**src/vfd_pkg.sv**
```systemverilog
`default_nettype none

package vfd_pkg;

    // Frame geometry
    localparam int DIGIT_COUNT = 6;
    localparam int DIGIT_BITS  = 12;

    // Field widths
    localparam int VALUE_W = 20;
    localparam int MODE_W  = 2;
    localparam int FRAME_W = 12;
    localparam int LEN_W   = 4;
    localparam int ENTRY_W = 4;

    // Digit counter width inside one frame
    localparam int IDX_W = (DIGIT_COUNT > 1) ? $clog2(DIGIT_COUNT) : 1;

    // Job queue between front and back
    localparam int QUEUE_DEPTH = 2;
    localparam int PTR_W       = (QUEUE_DEPTH > 1) ? $clog2(QUEUE_DEPTH) : 1;
    localparam int CNT_W       = $clog2(QUEUE_DEPTH + 1);

    // Divide by ten through a scaled reciprocal, exact for any VALUE_W-bit value
    localparam int RECIP_SHIFT = VALUE_W + 3;
    localparam int RECIP_W     = VALUE_W;
    localparam int PROD_W      = VALUE_W + RECIP_W;
    localparam int QUOT_W      = PROD_W - RECIP_SHIFT;
    localparam logic [RECIP_W-1:0] RECIP = RECIP_W'((64'd1 << RECIP_SHIFT) / 64'd10 + 64'd1);

    // Table entry codes and word lengths
    localparam logic [ENTRY_W-1:0] BLANK_ENTRY    = 4'd10;
    localparam logic [LEN_W-1:0]   WORD_LEN_MODE  = 4'd2;
    localparam logic [LEN_W-1:0]   WORD_LEN_DIGIT = LEN_W'(DIGIT_BITS);
    localparam logic [15:0]        DIGIT_MASK     = 16'((32'd1 << DIGIT_BITS) - 32'd1);

    typedef struct packed {
        logic [VALUE_W-1:0] display_value;
        logic [MODE_W-1:0]  mode_code;
        logic               blank;
    } vfd_in_t;

    typedef struct packed {
        logic [FRAME_W-1:0] frame_word;
        logic [LEN_W-1:0]   word_length;
        logic               last_word;
    } vfd_out_t;

    // Classified item as it waits in the queue
    typedef struct packed {
        logic [VALUE_W-1:0] value;
        logic [MODE_W-1:0]  mode_word;
        logic               blank;
    } vfd_job_t;

    // Map the clock mode to its indicator bits
    function automatic logic [MODE_W-1:0] mode_word(input logic [MODE_W-1:0] mode);
        logic [MODE_W-1:0] bits;
        unique case (mode)
            2'd0:    bits = 2'd0;
            2'd1:    bits = 2'd3;
            2'd2:    bits = 2'd2;
            2'd3:    bits = 2'd1;
            default: bits = 2'd0;
        endcase
        return bits;
    endfunction

    // Active-low grid pattern for one digit, masked to the digit width
    function automatic logic [FRAME_W-1:0] grid_word(input logic [ENTRY_W-1:0] entry);
        logic [15:0] pattern;
        case (entry)
            4'd0:    pattern = 16'hFFFD;
            4'd1:    pattern = 16'hFBFF;
            4'd2:    pattern = 16'hFDFF;
            4'd3:    pattern = 16'hFEFF;
            4'd4:    pattern = 16'hFF7F;
            4'd5:    pattern = 16'hFFBF;
            4'd6:    pattern = 16'hFFDF;
            4'd7:    pattern = 16'hFFEF;
            4'd8:    pattern = 16'hFFF7;
            4'd9:    pattern = 16'hFFFB;
            default: pattern = 16'hFFFF;
        endcase
        return FRAME_W'(pattern & DIGIT_MASK);
    endfunction

endpackage

`default_nettype wire

```
**src/vfd_front.sv**
```systemverilog
`default_nettype none

module vfd_front
    import vfd_pkg::*;
(
    input  wire logic     clk,
    input  wire logic     rst_n,
    input  wire logic     src_valid,
    output logic          src_stall,
    input  wire vfd_in_t  src_item,
    output logic          job_valid,
    input  wire logic     job_pop,
    output vfd_job_t      job
);

    vfd_job_t              slot_reg [QUEUE_DEPTH];
    logic [PTR_W-1:0]      wr_ptr_reg, wr_ptr_next;
    logic [PTR_W-1:0]      rd_ptr_reg, rd_ptr_next;
    logic [CNT_W-1:0]      count_reg, count_next;
    logic                  push;
    vfd_job_t              job_in;

    // Classify the incoming item
    always_comb
    begin
        job_in.value     = src_item.display_value;
        job_in.mode_word = mode_word(src_item.mode_code);
        job_in.blank     = src_item.blank;
    end

    // Stall while the queue is full
    assign src_stall = (count_reg == CNT_W'(QUEUE_DEPTH));
    assign push      = src_valid && !src_stall;
    assign job_valid = (count_reg != '0);
    assign job       = slot_reg[rd_ptr_reg];

    // Advance pointers and fill count
    always_comb
    begin
        wr_ptr_next = wr_ptr_reg;
        rd_ptr_next = rd_ptr_reg;
        count_next  = count_reg;
        if (push)
        begin
            wr_ptr_next = (wr_ptr_reg == PTR_W'(QUEUE_DEPTH - 1)) ? '0 : wr_ptr_reg + 1'b1;
        end
        if (job_pop)
        begin
            rd_ptr_next = (rd_ptr_reg == PTR_W'(QUEUE_DEPTH - 1)) ? '0 : rd_ptr_reg + 1'b1;
        end
        if (push && !job_pop)
        begin
            count_next = count_reg + 1'b1;
        end
        else if (!push && job_pop)
        begin
            count_next = count_reg - 1'b1;
        end
    end

    always_ff @(posedge clk or negedge rst_n)
    begin
        if (!rst_n)
        begin
            wr_ptr_reg <= '0;
            rd_ptr_reg <= '0;
            count_reg  <= '0;
        end
        else
        begin
            wr_ptr_reg <= wr_ptr_next;
            rd_ptr_reg <= rd_ptr_next;
            count_reg  <= count_next;
        end
    end

    // Hold the classified item in its slot
    always_ff @(posedge clk)
    begin
        if (push)
        begin
            slot_reg[wr_ptr_reg] <= job_in;
        end
    end

endmodule

`default_nettype wire

```
**config.mk**
```make
export PLATFORM = sky130hd
export DESIGN_NAME = vfd_front
export DESIGN_NICKNAME = d
export VERILOG_FILES = /design/src/vfd_pkg.sv /design/src/vfd_front.sv
export SDC_FILE = /design/constraint.sdc
export NUM_CORES = 1
export LEC_CHECK = 0
export ABC_AREA = 1
export BUFFER_PORTS_ARGS = -buffer_cell sky130_fd_sc_hd__buf_2
export CORE_MARGIN = 2
export CORE_UTILIZATION = 25
export CTS_CLUSTER_DIAMETER = 120
export DETAILED_ROUTE_END_ITERATION = 7
export PLACE_DENSITY = 0.48
export SLEW_MARGIN = 20
export SYNTH_ARGS = -nofsm -noshare
export SYNTH_HDL_FRONTEND = slang
export SYNTH_SLANG_ARGS = --single-unit
```
**constraint.sdc**
```tcl
create_clock -name clk -period 3.85 [get_ports clk]
set_clock_uncertainty 0.1 [all_clocks]
set_input_delay 0 -clock clk [delete_from_list [all_inputs] [get_ports clk]]
set_output_delay 0 -clock clk [all_outputs]
set_load 0.01 [all_outputs]
```
Yosys cells after proc, flatten, opt, wreduce, memory -nomap -nowiden --
Memories as Yosys holds them, arrays and structs flattened. Cells that the tools add are included.
Word-level totals: bits in registers 4, bits in latches 0, bits in writable memories 46, ROM bits 0, input port bits 27, output and inout bits 25, logic and storage cells 28, memories kept 1
Operators by class: add/subtract/negate cells 4, multipliers 0, divide/modulo/power cells 0, $lt $le $gt $ge 0, equality and inequality tests 4, shifts and indexed selects 0, multiplexer cells 7, bitwise operators 0, reduce and logical (&&, ||, !) cells 9
Memories:
- slot_reg | depth 2, bits a word 23, rd ports 1, clocked after memory_dff 0, wr ports 1, line vfd_front.sv:16 | vfd_job_t slot_reg [QUEUE_DEPTH];
Operator list (count):
- $pmux 2 s4 | 1
- $eq 2x2->1 const B | 3
- $mux 1 | 4
- $mux 2 | 2
- $reduce_bool 2->1 | 2
- $logic_and 1x1->1 | 3
- $logic_not 1->1 | 3
- $add 1x1->1 const B | 2
- $add 2x1->2 const B | 1
- $eq 2x1->1 const B | 1
- $logic_not 2->1 | 1
- $sub 2x1->2 const B | 1

Depth between registers and ports, before layout --
depth in word-level cells 7, gate-level depth with buffers 9, mapped depth without buffers 9

Worst setup path before layout --
OpenSTA, ideal clock, no wires.
kind register to register, start register count_reg[1], end memory slot_reg[1][0] in the netlist's numbering, enable pin, setup time 403 ps, arrival 1541 ps, data required time 3347 ps, path slack 1806 ps, stages on the path, launching flop included 4, path buffers 0, period minus slack after synthesis 2044 ps, cell sequence dfrtp_1 inv_1 o21ai_0 nor2_1
On the way: cells in the longest elaborated chain, start to end 5
Ends and longest elaborated chain:
- start, declared | line vfd_front.sv:19 | logic [CNT_W-1:0] count_reg, count_next;
- start signal, assigned | line vfd_front.sv:73 | count_reg <= count_next;
- $eq 2x2->1 | line vfd_front.sv:32 | assign src_stall = (count_reg == CNT_W'(QUEUE_DEPTH));
- $logic_not 1->1 | line vfd_front.sv:33 | assign push = src_valid && !src_stall;
- $logic_and 1x1->1 | line vfd_front.sv:33
- $mux 1 | line vfd_front.sv:80 | if (push)
- $mux 1 (implied by the code) | line vfd_front.sv:82 | slot_reg[wr_ptr_reg] <= job_in;
- end, declared | line vfd_front.sv:16
No other way between the ends.

==> reports/summary.md <==
The run finished with clean final reports. TritonCTS built the clock tree. STA classifies the critical path endpoint as an output port.

Each instance of the synthesized netlist takes up on average 19.1 um2. The combinational share of power was 33.6%; the number of nets produced by synthesis was 136. The critical path buffer and inverter count is 2, and the synthesized cell area is 2020 um2. At the pin with the least slew margin, the transition time is 0.919 ns. Once the floorplan was initialized, standard cells occupied 26.0% of the core. The vertical die dimension was 93.9 um; the critical-path maximum fanout was 13. Net switching is 28.7% of the power. The final standard cell count with taps included and fillers excluded came out at 291. Startpoint of the most critical setup path: rd_ptr_reg$_DFFE_PN0P_.

By startpoint and endpoint, the worst setup path is classified as flop to output port. The post-synthesis simple-gate area fraction is 2.91%, and the source-to-sink clock delay at the later pin of the worst-skew pair is 0.29 ns. The count of nets left with antenna violations once routing finished came out at 0.

Prior to clock tree synthesis, the placed netlist has a worst setup slack of 1.89 ns. The clock share of power was 20.0%; the final total power was 1750 uW. Buffers inserted during clock tree synthesis total 5. For this run, the top clock speed supported by timing is 489 MHz. The critical path goes through buf_4, mux2_4, buf_2. The number of buffers on the longest clock path is 2.

Setup violations remaining at the end of the flow were counted as 0. Detailed placement ended at an HPWL of 2390 um. For this design the total switching power over the nets is 502 uW. Count of unresolved DRC violations after routing: 0.

In this run the most critical hold path is launched from src_item[1]. After Yosys synthesis, XOR and XNOR cells account for 0.867% of the synthesized area. The sequential-to-total area share from yosys stat was 73.4%; the ratio of total power to cell area was 642 nW/um2.

The setup TNS is 0 ns, and the total number of vias is 1101. The run gives 3410 um as the routed wire length. The startpoint of the worst register-to-register path was count_reg[1]$_DFFE_PN0P_. The tools report the clock root buffer master as clkbuf_8.

The critical path's top delay family was flip-flops. The logs give 0 for the initial antenna violation count and 0.734 for the global placement routability congestion. The kind of start point of the critical path is a flop. Setup slack closes at 1.80 ns. After detailed routing, the average wire length per cell comes to 11.7 um.

The repair_antennas step left the layout with diodes totalling 0. For this design, the slowest cell found on the critical path is dfrtp_1. The internal power of the cells totals 1250 uW. After Yosys synthesis, full adders, half adders and majority gates account for 1.86% of the synthesized area.

Including well taps, the total number of placed cells is 258. The tools report the static leakage power as 0.00113 uW. The number of H-tree levels came out at 2. For the number of I/O pins, the log shows 52. In this run the standard cell core region covers 7770 um2.

The proportion of layout cells with a drive suffix above 1 was 45.0%; the number of inserted filler cells in the final layout was 764. After synthesis, the largest family of logic cells by area is multiplexers. The run gives 3.75 ns as the required time of the worst setup path. After clock tree synthesis, the clock-pin slew on the worst setup and hold paths is 0.08 ns.

The total overflow left after global routing is 0. The area growth from synthesis to layout was 35.1%. Data arrives at the worst endpoint at 1.95 ns.

The number of gates given a new drive strength after cts is 0. For the final number of hold-violating endpoints, the log shows 0. The tools report the number of nets in the final layout as 218. Clock tree synthesis found a total of 50 sinks. The run gives 106 as the post-synthesis instance total.

In this run, the number of DRC markers left after iteration 0 of detailed routing was 15. Measured against its own limit, the worst slew margin works out to 38.6%. The fraction of synthesized area in multiplexers is 16.4%, and the total routing resource utilization after global routing is 8.15%.

Peak per-stage delay on the critical path: 0.80 ns. The number of iterations in the first detailed-routing pass is 3, and the first-pass GRT wire length is 5320 um. The tools report the total number of yosys warnings as 0. The worst hold slack across all endpoints was 0.0271 ns; the count of different cell masters after synthesis was 16. Path class of the lowest-slack min-delay path: primary input to flop.

Width of the die: 93.9 um. The routed design could run at a clock period as short as 2.05 ns. The final cycle utilization of the critical path was 53.1%; the number of max-cap violations was 0. The number of flip-flops and latches in the synthesized netlist is 50. The max-slew violation count is 0, and the row count is 32. The via count of the first global-routing pass is 1159, and the via density per instance is 3.78.

The synthesized netlist devotes 0.248% of its cell area to compound gates. The die outline area came out at 8810 um2. Setup repair after global routing left no endpoint under its margin. Entering global routing, the biggest net connects 24 pins.

In this run, flip-flops and latches consume 46.4% of the power. The number of flip-flops under the largest register name works out to 46. IR analysis of the VDD net gives a maximum drop of 0.181 mV. In this run the tool buffered the top-level ports with 51 buffer cells.
==> power by group through the flow <==
stage | clock network, uW | logic [uW] | registers (uW)
finish | 350 | 589 | 812
global route | 381 | 654 | 830
CTS | 366 | 609 | 816
detailed placement | 0 | 588 | 828
global placement | 0 | 587 | 826
floorplan | 0 | 469 | 786
==> cell usage in the layout (no fill, tap or decap), drive strengths merged <==
| cell type | synthesis | routed |
|---|---|---|
| dlygate4sd3 | 0 | 25 |
| ha | 3 | 3 |
| bufinv | 0 | 1 |
| nand3 | 1 | 1 |
| or2 | 1 | 1 |
| dfrtp | 4 | 4 |
| inv | 10 | 10 |
| edfxtp | 46 | 46 |
| clkbuf | 0 | 6 |
| nand4 | 1 | 1 |
| o21ai | 1 | 1 |
| clkinvlp | 0 | 1 |
| buf | 3 | 53 |
| mux2 | 23 | 23 |
| xor2 | 1 | 1 |
| xnor2 | 1 | 1 |
| nand2 | 8 | 8 |
| nor2 | 3 | 3 |
==> Yosys cell counts <==
library cell | count | area share (%)
buf_12 | 2 | 2.0
nand3_1 | 1 | 0.25
o21ai_0 | 1 | 0.25
inv_1 | 10 | 1.9
xnor2_1 | 1 | 0.43
xor2_1 | 1 | 0.43
edfxtp_1 | 46 | 68
dfrtp_1 | 4 | 5.0
nand2_1 | 8 | 1.5
buf_6 | 1 | 0.56
nand4_1 | 1 | 0.31
mux2_4 | 19 | 14
or2_2 | 1 | 0.31
mux2_2 | 4 | 2.2
ha_1 | 3 | 1.9
nor2_1 | 3 | 0.56
==> cell type report <==
class / count / area, um2 / share of cell area, %
flip-flops and latches: 50 / 1480 / 54.3
repair buffers: 78 / 520 / 19.1
multi-input cells: 43 / 452 / 16.6
well taps: 102 / 128 / 4.68
clock buffers: 6 / 72.6 / 2.66
clock inverters: 2 / 37.5 / 1.38
inverters: 10 / 37.5 / 1.38
==> worst reg2reg max path, stage by stage (launching register included) <==
cell	delay [ns]
dfrtp_1	0.38
inv_1	0.10
nor2_1	0.06
nor2_1	0.13
nand2_1	0.08
inv_1	0.67
==> metal layers <==
layer / share of wire, % / up-vias / GRT usage, %
li1: - / 545 / -
met1: 41 / 520 / 8.65
met2: 50 / 32 / 14.3
met3: 8.4 / 4 / 3.53
met4: 1.0 / 0 / 2.90
met5: 0 / - / 0
==> per-stage QoR <==
step                      utilization [%]  cell area [um2]
after global routing                 35.1             2730
after floorplan                         -             2020
after detailed placement             30.5             2370
after CTS                            35.1             2730
after global placement               30.5             2370
final                                35.1             2730
==> final timing paths <==
check,to,slack [ns],cells past startpoint
worst max-delay path,job[12],1.80,3
worst min-delay path,slot_reg[0][2]$_DFFE_PP_,0.03,3
worst max register to register,slot_reg[0][19]$_DFFE_PP_,1.94,5
worst min register to register,count_reg[1]$_DFFE_PN0P_,0.38,2
max in group asynchronous,rd_ptr_reg$_DFFE_PN0P_,2.95,3
min in group asynchronous,count_reg[1]$_DFFE_PN0P_,0.51,3
==> what timing repair did <==
item,in CTS,in global routing
setup endpoints to repair,0,0
setup buffers,0,0
endpoints found under the hold margin,48,0
hold buffers,25,0
==> cells by family after synthesis <==
kind of cell / Yosys count
AOI/OAI and AO/OA: 1
and+or+nand+nor: 14
buffers and inverters: 13
adders and majority gates: 3
DFF: 50
muxes: 23
xor gates and xnor gates: 2
Power figures use the tool's default switching activity.
